## src/sv/spmf_pkg.sv

```systemverilog
// shared types, codes and default sizes for the strict priority multi-fifo
package spmf_pkg;

  localparam int LEVELS_DEF       = 8;
  localparam int LEVEL_DEPTH_DEF  = 16;
  localparam int HANDLE_WIDTH_DEF = 16;

  localparam int ACTION_W     = 2;
  localparam int LEVEL_W      = 3;
  localparam int HANDLE_IO_W  = 16;
  localparam int STATUS_W     = 2;
  localparam int TOTAL_IO_W   = 8;
  // wide enough to compare a level code against any allowed level count
  localparam int LEVEL_CMP_W  = 7;

  typedef enum logic [ACTION_W-1:0] {
    ACT_ENQ   = 2'd0,
    ACT_DEQ   = 2'd1,
    ACT_PEEK  = 2'd2,
    ACT_CLEAR = 2'd3
  } action_t;

  typedef enum logic [STATUS_W-1:0] {
    ST_OK    = 2'd0,
    ST_EMPTY = 2'd1,
    ST_NULL  = 2'd2,
    ST_FULL  = 2'd3
  } status_t;

endpackage

```

## src/sv/strict_priority_multi_fifo.sv

```systemverilog
// strict priority multi-fifo top level: per-level pointers, slot memory and result stage
//
// One FIFO per priority level, all held in a single slot memory addressed by
// {level, slot}. A command is taken when start is high and busy is low; busy is
// only high during reset and in the first cycle after it, so a command can be
// issued every cycle. Each command gives exactly one result in the cycle after it is
// taken, on the cycle in which done is high; the result must be captured in that
// cycle. Dequeue and peek serve the highest-numbered non-empty level, found by a
// priority encoder over the per-level fill counters; the handle comes from the
// registered read port of the slot memory, which sets when the result appears.
// An enqueue written in one cycle is visible to a dequeue or peek taken in the
// next. Clear resets all pointers and counters at once; no clearing pass.
module strict_priority_multi_fifo #(
  parameter int LEVELS       = spmf_pkg::LEVELS_DEF,
  parameter int LEVEL_DEPTH  = spmf_pkg::LEVEL_DEPTH_DEF,
  parameter int HANDLE_WIDTH = spmf_pkg::HANDLE_WIDTH_DEF
) (
  input  logic                               clk,
  input  logic                               rst,
  input  logic                               start,
  output logic                               busy,
  input  logic [spmf_pkg::ACTION_W-1:0]      action,
  input  logic [spmf_pkg::LEVEL_W-1:0]       level,
  input  logic [spmf_pkg::HANDLE_IO_W-1:0]   handle_in,
  output logic                               done,
  output logic [spmf_pkg::HANDLE_IO_W-1:0]   handle_out,
  output logic                               found,
  output logic [spmf_pkg::STATUS_W-1:0]      status,
  output logic [spmf_pkg::TOTAL_IO_W-1:0]    total_count,
  output logic                               all_empty
);

  import spmf_pkg::*;

  localparam int LVL_W  = (LEVELS > 1) ? $clog2(LEVELS) : 1;
  localparam int PTR_W  = (LEVEL_DEPTH > 1) ? $clog2(LEVEL_DEPTH) : 1;
  localparam int CNT_W  = $clog2(LEVEL_DEPTH + 1);
  localparam int TOT_W  = $clog2(LEVELS * LEVEL_DEPTH + 1);
  localparam int ADDR_W = LVL_W + PTR_W;

  logic [PTR_W-1:0] head [LEVELS];
  logic [PTR_W-1:0] tail [LEVELS];
  logic [CNT_W-1:0] fill [LEVELS];
  logic [TOT_W-1:0] entry_total;
  logic [TOT_W-1:0] entry_total_next;

  logic             accept;
  action_t          act;
  logic [LEVEL_CMP_W-1:0] level_wide;
  logic             in_range;
  logic [LVL_W-1:0] lvl_idx;
  logic [LVL_W-1:0] top_idx;
  logic             any_held;
  logic [LVL_W-1:0] sel;
  logic [HANDLE_WIDTH-1:0] handle_st;
  logic             enq_ok;
  logic             deq_ok;
  logic             rd_issue;
  status_t          status_next;
  logic [PTR_W-1:0] sel_head_inc;
  logic [PTR_W-1:0] sel_tail_inc;
  logic             sel_full;

  logic             rd_sel;
  status_t          status_q;
  logic [HANDLE_WIDTH-1:0] rd_data;

  assign accept     = start && !busy;
  assign act        = action_t'(action);
  assign level_wide = LEVEL_CMP_W'(level);
  assign in_range   = level_wide < LEVEL_CMP_W'(LEVELS);
  assign lvl_idx    = level_wide[LVL_W-1:0];
  assign handle_st  = HANDLE_WIDTH'(handle_in);

  // highest non-empty level wins
  always_comb begin
    any_held = 1'b0;
    top_idx  = '0;
    for (int i = 0; i < LEVELS; i++) begin
      if (fill[i] != '0) begin
        any_held = 1'b1;
        top_idx  = LVL_W'(i);
      end
    end
  end

  assign sel          = (act == ACT_ENQ) ? lvl_idx : top_idx;
  assign sel_full     = in_range && (fill[sel] == CNT_W'(LEVEL_DEPTH));
  assign sel_head_inc = (head[sel] == PTR_W'(LEVEL_DEPTH - 1)) ? '0 : head[sel] + 1'b1;
  assign sel_tail_inc = (tail[sel] == PTR_W'(LEVEL_DEPTH - 1)) ? '0 : tail[sel] + 1'b1;

  always_comb begin
    enq_ok           = 1'b0;
    deq_ok           = 1'b0;
    rd_issue         = 1'b0;
    status_next      = ST_OK;
    entry_total_next = entry_total;
    case (act)
      ACT_ENQ: begin
        if (handle_st == '0) begin
          status_next = ST_NULL;
        end else if (!in_range || sel_full) begin
          status_next = ST_FULL;
        end else begin
          enq_ok           = 1'b1;
          entry_total_next = entry_total + 1'b1;
        end
      end
      ACT_DEQ, ACT_PEEK: begin
        if (!any_held) begin
          status_next = ST_EMPTY;
        end else begin
          rd_issue = 1'b1;
          if (act == ACT_DEQ) begin
            deq_ok           = 1'b1;
            entry_total_next = entry_total - 1'b1;
          end
        end
      end
      ACT_CLEAR: begin
        entry_total_next = '0;
      end
      default: begin
        status_next = ST_OK;
      end
    endcase
  end

  always_ff @(posedge clk) begin
    if (rst) begin
      for (int i = 0; i < LEVELS; i++) begin
        head[i] <= '0;
        tail[i] <= '0;
        fill[i] <= '0;
      end
      entry_total <= '0;
    end else if (accept) begin
      entry_total <= entry_total_next;
      if (act == ACT_CLEAR) begin
        for (int i = 0; i < LEVELS; i++) begin
          head[i] <= '0;
          tail[i] <= '0;
          fill[i] <= '0;
        end
      end else if (enq_ok) begin
        tail[sel] <= sel_tail_inc;
        fill[sel] <= fill[sel] + 1'b1;
      end else if (deq_ok) begin
        head[sel] <= sel_head_inc;
        fill[sel] <= fill[sel] - 1'b1;
      end
    end
  end

  spmf_slot_ram #(
    .ADDR_W (ADDR_W),
    .DATA_W (HANDLE_WIDTH)
  ) u_slot_ram (
    .clk   (clk),
    .we    (accept && enq_ok),
    .waddr ({sel, tail[sel]}),
    .wdata (handle_st),
    .re    (accept && rd_issue),
    .raddr ({sel, head[sel]}),
    .rdata (rd_data)
  );

  // result stage, lines up with the memory read data
  always_ff @(posedge clk) begin
    if (rst) begin
      done <= 1'b0;
      busy <= 1'b1;
    end else begin
      done <= accept;
      busy <= 1'b0;
    end
  end

  always_ff @(posedge clk) begin
    if (accept) begin
      rd_sel   <= rd_issue;
      status_q <= status_next;
    end
  end

  assign handle_out  = rd_sel ? HANDLE_IO_W'(rd_data) : '0;
  assign found       = rd_sel;
  assign status      = status_q;
  assign total_count = TOTAL_IO_W'(entry_total);
  assign all_empty   = (entry_total == '0);

`ifndef NO_ASSERTIONS
  a_done_follows_beat: assert property (@(posedge clk) disable iff (rst)
    accept |=> done)
    else $error("accepted beat gave no result strobe");

  a_no_spurious_done: assert property (@(posedge clk) disable iff (rst)
    !accept |=> !done)
    else $error("result strobe without an accepted beat");

  a_found_is_ok: assert property (@(posedge clk) disable iff (rst)
    (done && found) |-> (status == ST_OK))
    else $error("found entry with a non-ok status");

  a_empty_no_handle: assert property (@(posedge clk) disable iff (rst)
    (done && status == ST_EMPTY) |-> (handle_out == '0 && !found))
    else $error("empty result carries a handle");

  a_total_matches_fill: assert property (@(posedge clk) disable iff (rst)
    any_held == (entry_total != '0))
    else $error("entry total disagrees with level fill counters");
`endif

endmodule

```

## src/sv/spmf_slot_ram.sv

```systemverilog
// handle storage: one write port, one registered read port
module spmf_slot_ram #(
  parameter int ADDR_W = 7,
  parameter int DATA_W = 16
) (
  input  logic              clk,
  input  logic              we,
  input  logic [ADDR_W-1:0] waddr,
  input  logic [DATA_W-1:0] wdata,
  input  logic              re,
  input  logic [ADDR_W-1:0] raddr,
  output logic [DATA_W-1:0] rdata
);

  localparam int DEPTH = 1 << ADDR_W;

  logic [DATA_W-1:0] mem [DEPTH];

  always_ff @(posedge clk) begin
    if (we) begin
      mem[waddr] <= wdata;
    end
  end

  always_ff @(posedge clk) begin
    if (re) begin
      rdata <= mem[raddr];
    end
  end

endmodule
```

## config.mk

```make
export PLATFORM = sky130hd
export DESIGN_NAME = strict_priority_multi_fifo
export DESIGN_NICKNAME = d
export VERILOG_FILES = /design/src/sv/spmf_pkg.sv /design/src/sv/strict_priority_multi_fifo.sv /design/src/sv/spmf_slot_ram.sv
export SDC_FILE = /design/constraint.sdc
export NUM_CORES = 2
export LEC_CHECK = 0
export ABC_AREA = 1
export BUFFER_PORTS_ARGS = -buffer_cell sky130_fd_sc_hd__buf_2
export CAP_MARGIN = 30
export CORE_MARGIN = 2
export CORE_UTILIZATION = 45
export DETAILED_ROUTE_END_ITERATION = 8
export PLACE_DENSITY = 0.69
export SLEW_MARGIN = 25
export SYNTH_ARGS = -nofsm -noshare
export SYNTH_HDL_FRONTEND = slang
export SYNTH_SLANG_ARGS = --single-unit
```

## constraint.sdc

```tcl
create_clock -name clk -period 5.25 [get_ports clk]
set_input_delay 0.2625 -clock clk [delete_from_list [all_inputs] [get_ports clk]]
set_output_delay 0.2625 -clock clk [all_outputs]
set_load 0.03 [all_outputs]
```

==> flow_summary.ini <==
[grt]
grt_overflow = 0
antenna_found_initial = 5
grt_max_degree = 170
grt_pass1_wl_mm = 416
grt_pass1_vias = 65200
track_usage_pct = 24.9

[timing]
setup_violations = 0
hold_viol_final = 0
setup_slack_ns = 0.192
grt_setup_unrepaired = false
period_minus_slack_ns = 5.06
clock-skew-final_ns = 0.0470
tns_ns = 0
tightestPinTransition_ns = 1.08
drv_slew = 0
relSlewSlack_pct = 27.8
max_freq_mhz = 198
timing.final.crit_share_pct = 96.3

[logic_synthesis]
synth_warnings = 0
synthesis.area_sq_um = 97400
synth_area_per_cell_sq_um = 10.9
yosysTopAreaCell = edfxtp_1
ys_top_cells_by_area = edfxtp_1 (67%), nand3_1 (9.7%), nand3b_1 (6.4%)
ys_seq_area_share_pct = 67.1
synth.net_count = 8965
ys_ff_latch = 2181
synth_cell_types = 49
netlist_instances = 8926
synth_top_area_share_pct = 66.9

[routing]
dr.first_iter.drc_count = 9898
drtPass1Iterations = 7
via_count = 67800
antenna_left = 0
viasPerCell = 5.64
routed_wirelength_mm = 281
routedWlPerCell_um = 23.4
drc = 0

[setup_path]
crit_fanout = 159
critPathKind = reg2reg
startpoint_type = register
cp-startpoint = fill[3][0]
reg2reg_depth = 23
reg2reg_from = fill[3][0]
endpoint_kind = register
cp_data_arrival_time_ns = 5.65
critPathRequiredTime_ns = 5.84

[cells_and_area]
fin_cells = 12000
fill_cells = 18300
regArea_sq_um = 65400
final_net_count = 9037
drive_above_1_share_pct = 8.45
multi_input_area_sq_um = 24500
areaGrowthSynthToFinish_pct = 12.3
fin_area_sq_um = 109000

[pwr]
totalPowerFinal_mw = 40.2
p_per_area_nw_per_um2 = 367
p_leak_nw = 42.9
irDropWorstVdd_v = 0.000530

[placement]
placed_area_sq_um = 102000
portBuffers = 53
dp_hpwl_mm = 164
gp_congestion = 0.911
dpl_worst_slack_ns = 0.237
dp.cells = 11600

[clock_network]
cts_sinks = 2181
cts_root_buf = clkbuf_16
cts_tree = built
numCtsBuffers = 219
clockBufferDepth = 3
clkLatencyLatePin_ns = 0.88
clk_pin_slew_ns = 0.06
cts.htree.levels = 4

[floorplanning]
die_h_um = 469
dieArea_sq_um = 220000
die_w_um = 469
rows = 170
initial_core_util_pct = 45.4
core_area_sq_um = 215000
ioPinCount = 54

[run_status]
status = completed

[min_path]
hold_start = handle_in[15]
hold_path_class = in2reg
worstHoldPathCells = 1

[job]
max-cap-violations = 0
==> cell usage after synthesis (all sizes together) <==
cell type,count
nand3,1896
ha,14
or4,5
clkbuf,186
fa,1
nand3b,833
xor2,3
nor3b,1
edfxtp,2171
nor4,2
nand4,27
nor3,4
nand2,1679
o22ai,6
buf,375
a21boi,1
a211oi,5
or2,3
a221oi,2
o31ai,1
xnor2,2
dfxtp,10
a2111oi,1
a22o,7
nor2,330
a21oi,19
inv,1322
o21ai,19
o211a,1
==> per-layer routing <==
layer	track usage [%]	vias to the layer above	part of all wire, %
met3	4.53	622	10
li1	-	30500	-
met1	33.6	32900	39
met4	11.3	6	4.7
met5	0	-	0.016
met2	39.2	3829	46
==> layout by cell type, fill, tap and decap left out, drive strengths merged, types with 2 or more instances in the layout <==
cell type | netlist | routed
clkinv | 0 | 109
nand2 | 1679 | 1679
a22o | 7 | 7
clkbuf | 186 | 273
a221oi | 2 | 2
o21ai | 19 | 19
buf | 375 | 397
xnor2 | 2 | 2
nand3b | 833 | 833
o22ai | 6 | 6
a21oi | 19 | 19
nor4 | 2 | 2
edfxtp | 2171 | 2171
or2 | 3 | 3
nand4 | 27 | 27
bufinv | 0 | 21
dfxtp | 10 | 10
ha | 14 | 14
a211oi | 5 | 5
nor3 | 4 | 4
clkinvlp | 0 | 4
nor2 | 330 | 330
inv | 1322 | 1328
dlygate4sd3 | 0 | 15
or4 | 5 | 5
nand3 | 1896 | 1896
xor2 | 3 | 3
==> worst max-delay path: stages, from the launching register on <==
cell and delay [ns]:
edfxtp_1 0.39, or2_1 0.24, nor2_1 0.18, nand2_1 0.10, nand2_1 0.07, nand2_1 0.05
nand2_2 0.08, nand2_4 0.12, nand2_4 0.31, nor2_2 0.12, nand2_1 0.11, nand2_2 0.10
nor2_8 0.23, buf_12 0.37, buf_12 0.50, nand3b_1 0.14, nand3_1 0.16, nand3_1 0.09
nand3_1 0.15, nand2_1 0.15, nand2_1 0.22, nand2_1 0.09, nor2_1 0.37, nand2_1 0.14
==> worst paths after layout <==
path / end / slack [ns]
worst max-delay path: u_slot_ram.rdata[0] / 0.19
worst max register to register: u_slot_ram.rdata[0] / 0.19
worst min-delay path: u_slot_ram.mem[23][15] / 0.07
worst min register to register: total_count[2] / 0.52
==> cells by family (layout without fill, tap and decap cells) <==
group | after synthesis | in the layout | synth area share (%)
and+or+nand+nor | 4780 | 4780 | 24.4
buffers and inverters | 1883 | 2147 | 7.77
adders and majority gates | 15 | 15 | 0.200
DFF | 2181 | 2181 | 67.1
xor gates and xnor gates | 5 | 5 | 0.0527
other | 0 | 1 | 0
AOI/OAI and AO/OA | 62 | 62 | 0.466
==> layout make-up <==
class	count	area share [%]
flip-flops and latches	2181	59.7
multi-input cells	4862	22.4
clock buffers	273	5.21
inverters	1322	4.55
repair buffers	412	3.58
well taps	2838	3.24
clock inverters	140	1.27
diodes	1	0.00229
==> per-stage QoR <==
stage	hold WS [ns]	util [%]
floorplan	0.290	-
global placement	0.430	47.5
detailed placement	0.433	47.5
CTS	0.0170	50.9
global route	0.0559	50.9
finish	0.0719	51.0
==> state kept, by name, summed over array words and instances, names as in the netlist <==
register	flops
total_count	8
found	1
busy	1
tail	32
status	2
done	1
u_slot_ram.rdata	16
head	32
u_slot_ram.mem	2048
fill	40
==> where the power goes <==
part | internal (mW) | total [mW] | switching (mW) | leakage, nW
logic | 1.45 | 5.38 | 3.93 | 19.7
registers | 19.2 | 19.3 | 0.0357 | 19.7
clock network | 8.76 | 15.5 | 6.76 | 3.44
total | 29.4 | 40.2 | 10.7 | 42.9
==> repair_timing <==
item                                    in CTS  in global routing
endpoints found under the setup margin       0                  4
gates resized for setup                      0                  1
endpoints found under the hold margin      203                  0
hold buffers                                15                  0
setup buffers                                0                  4
(Power assumes the default switching activity.)
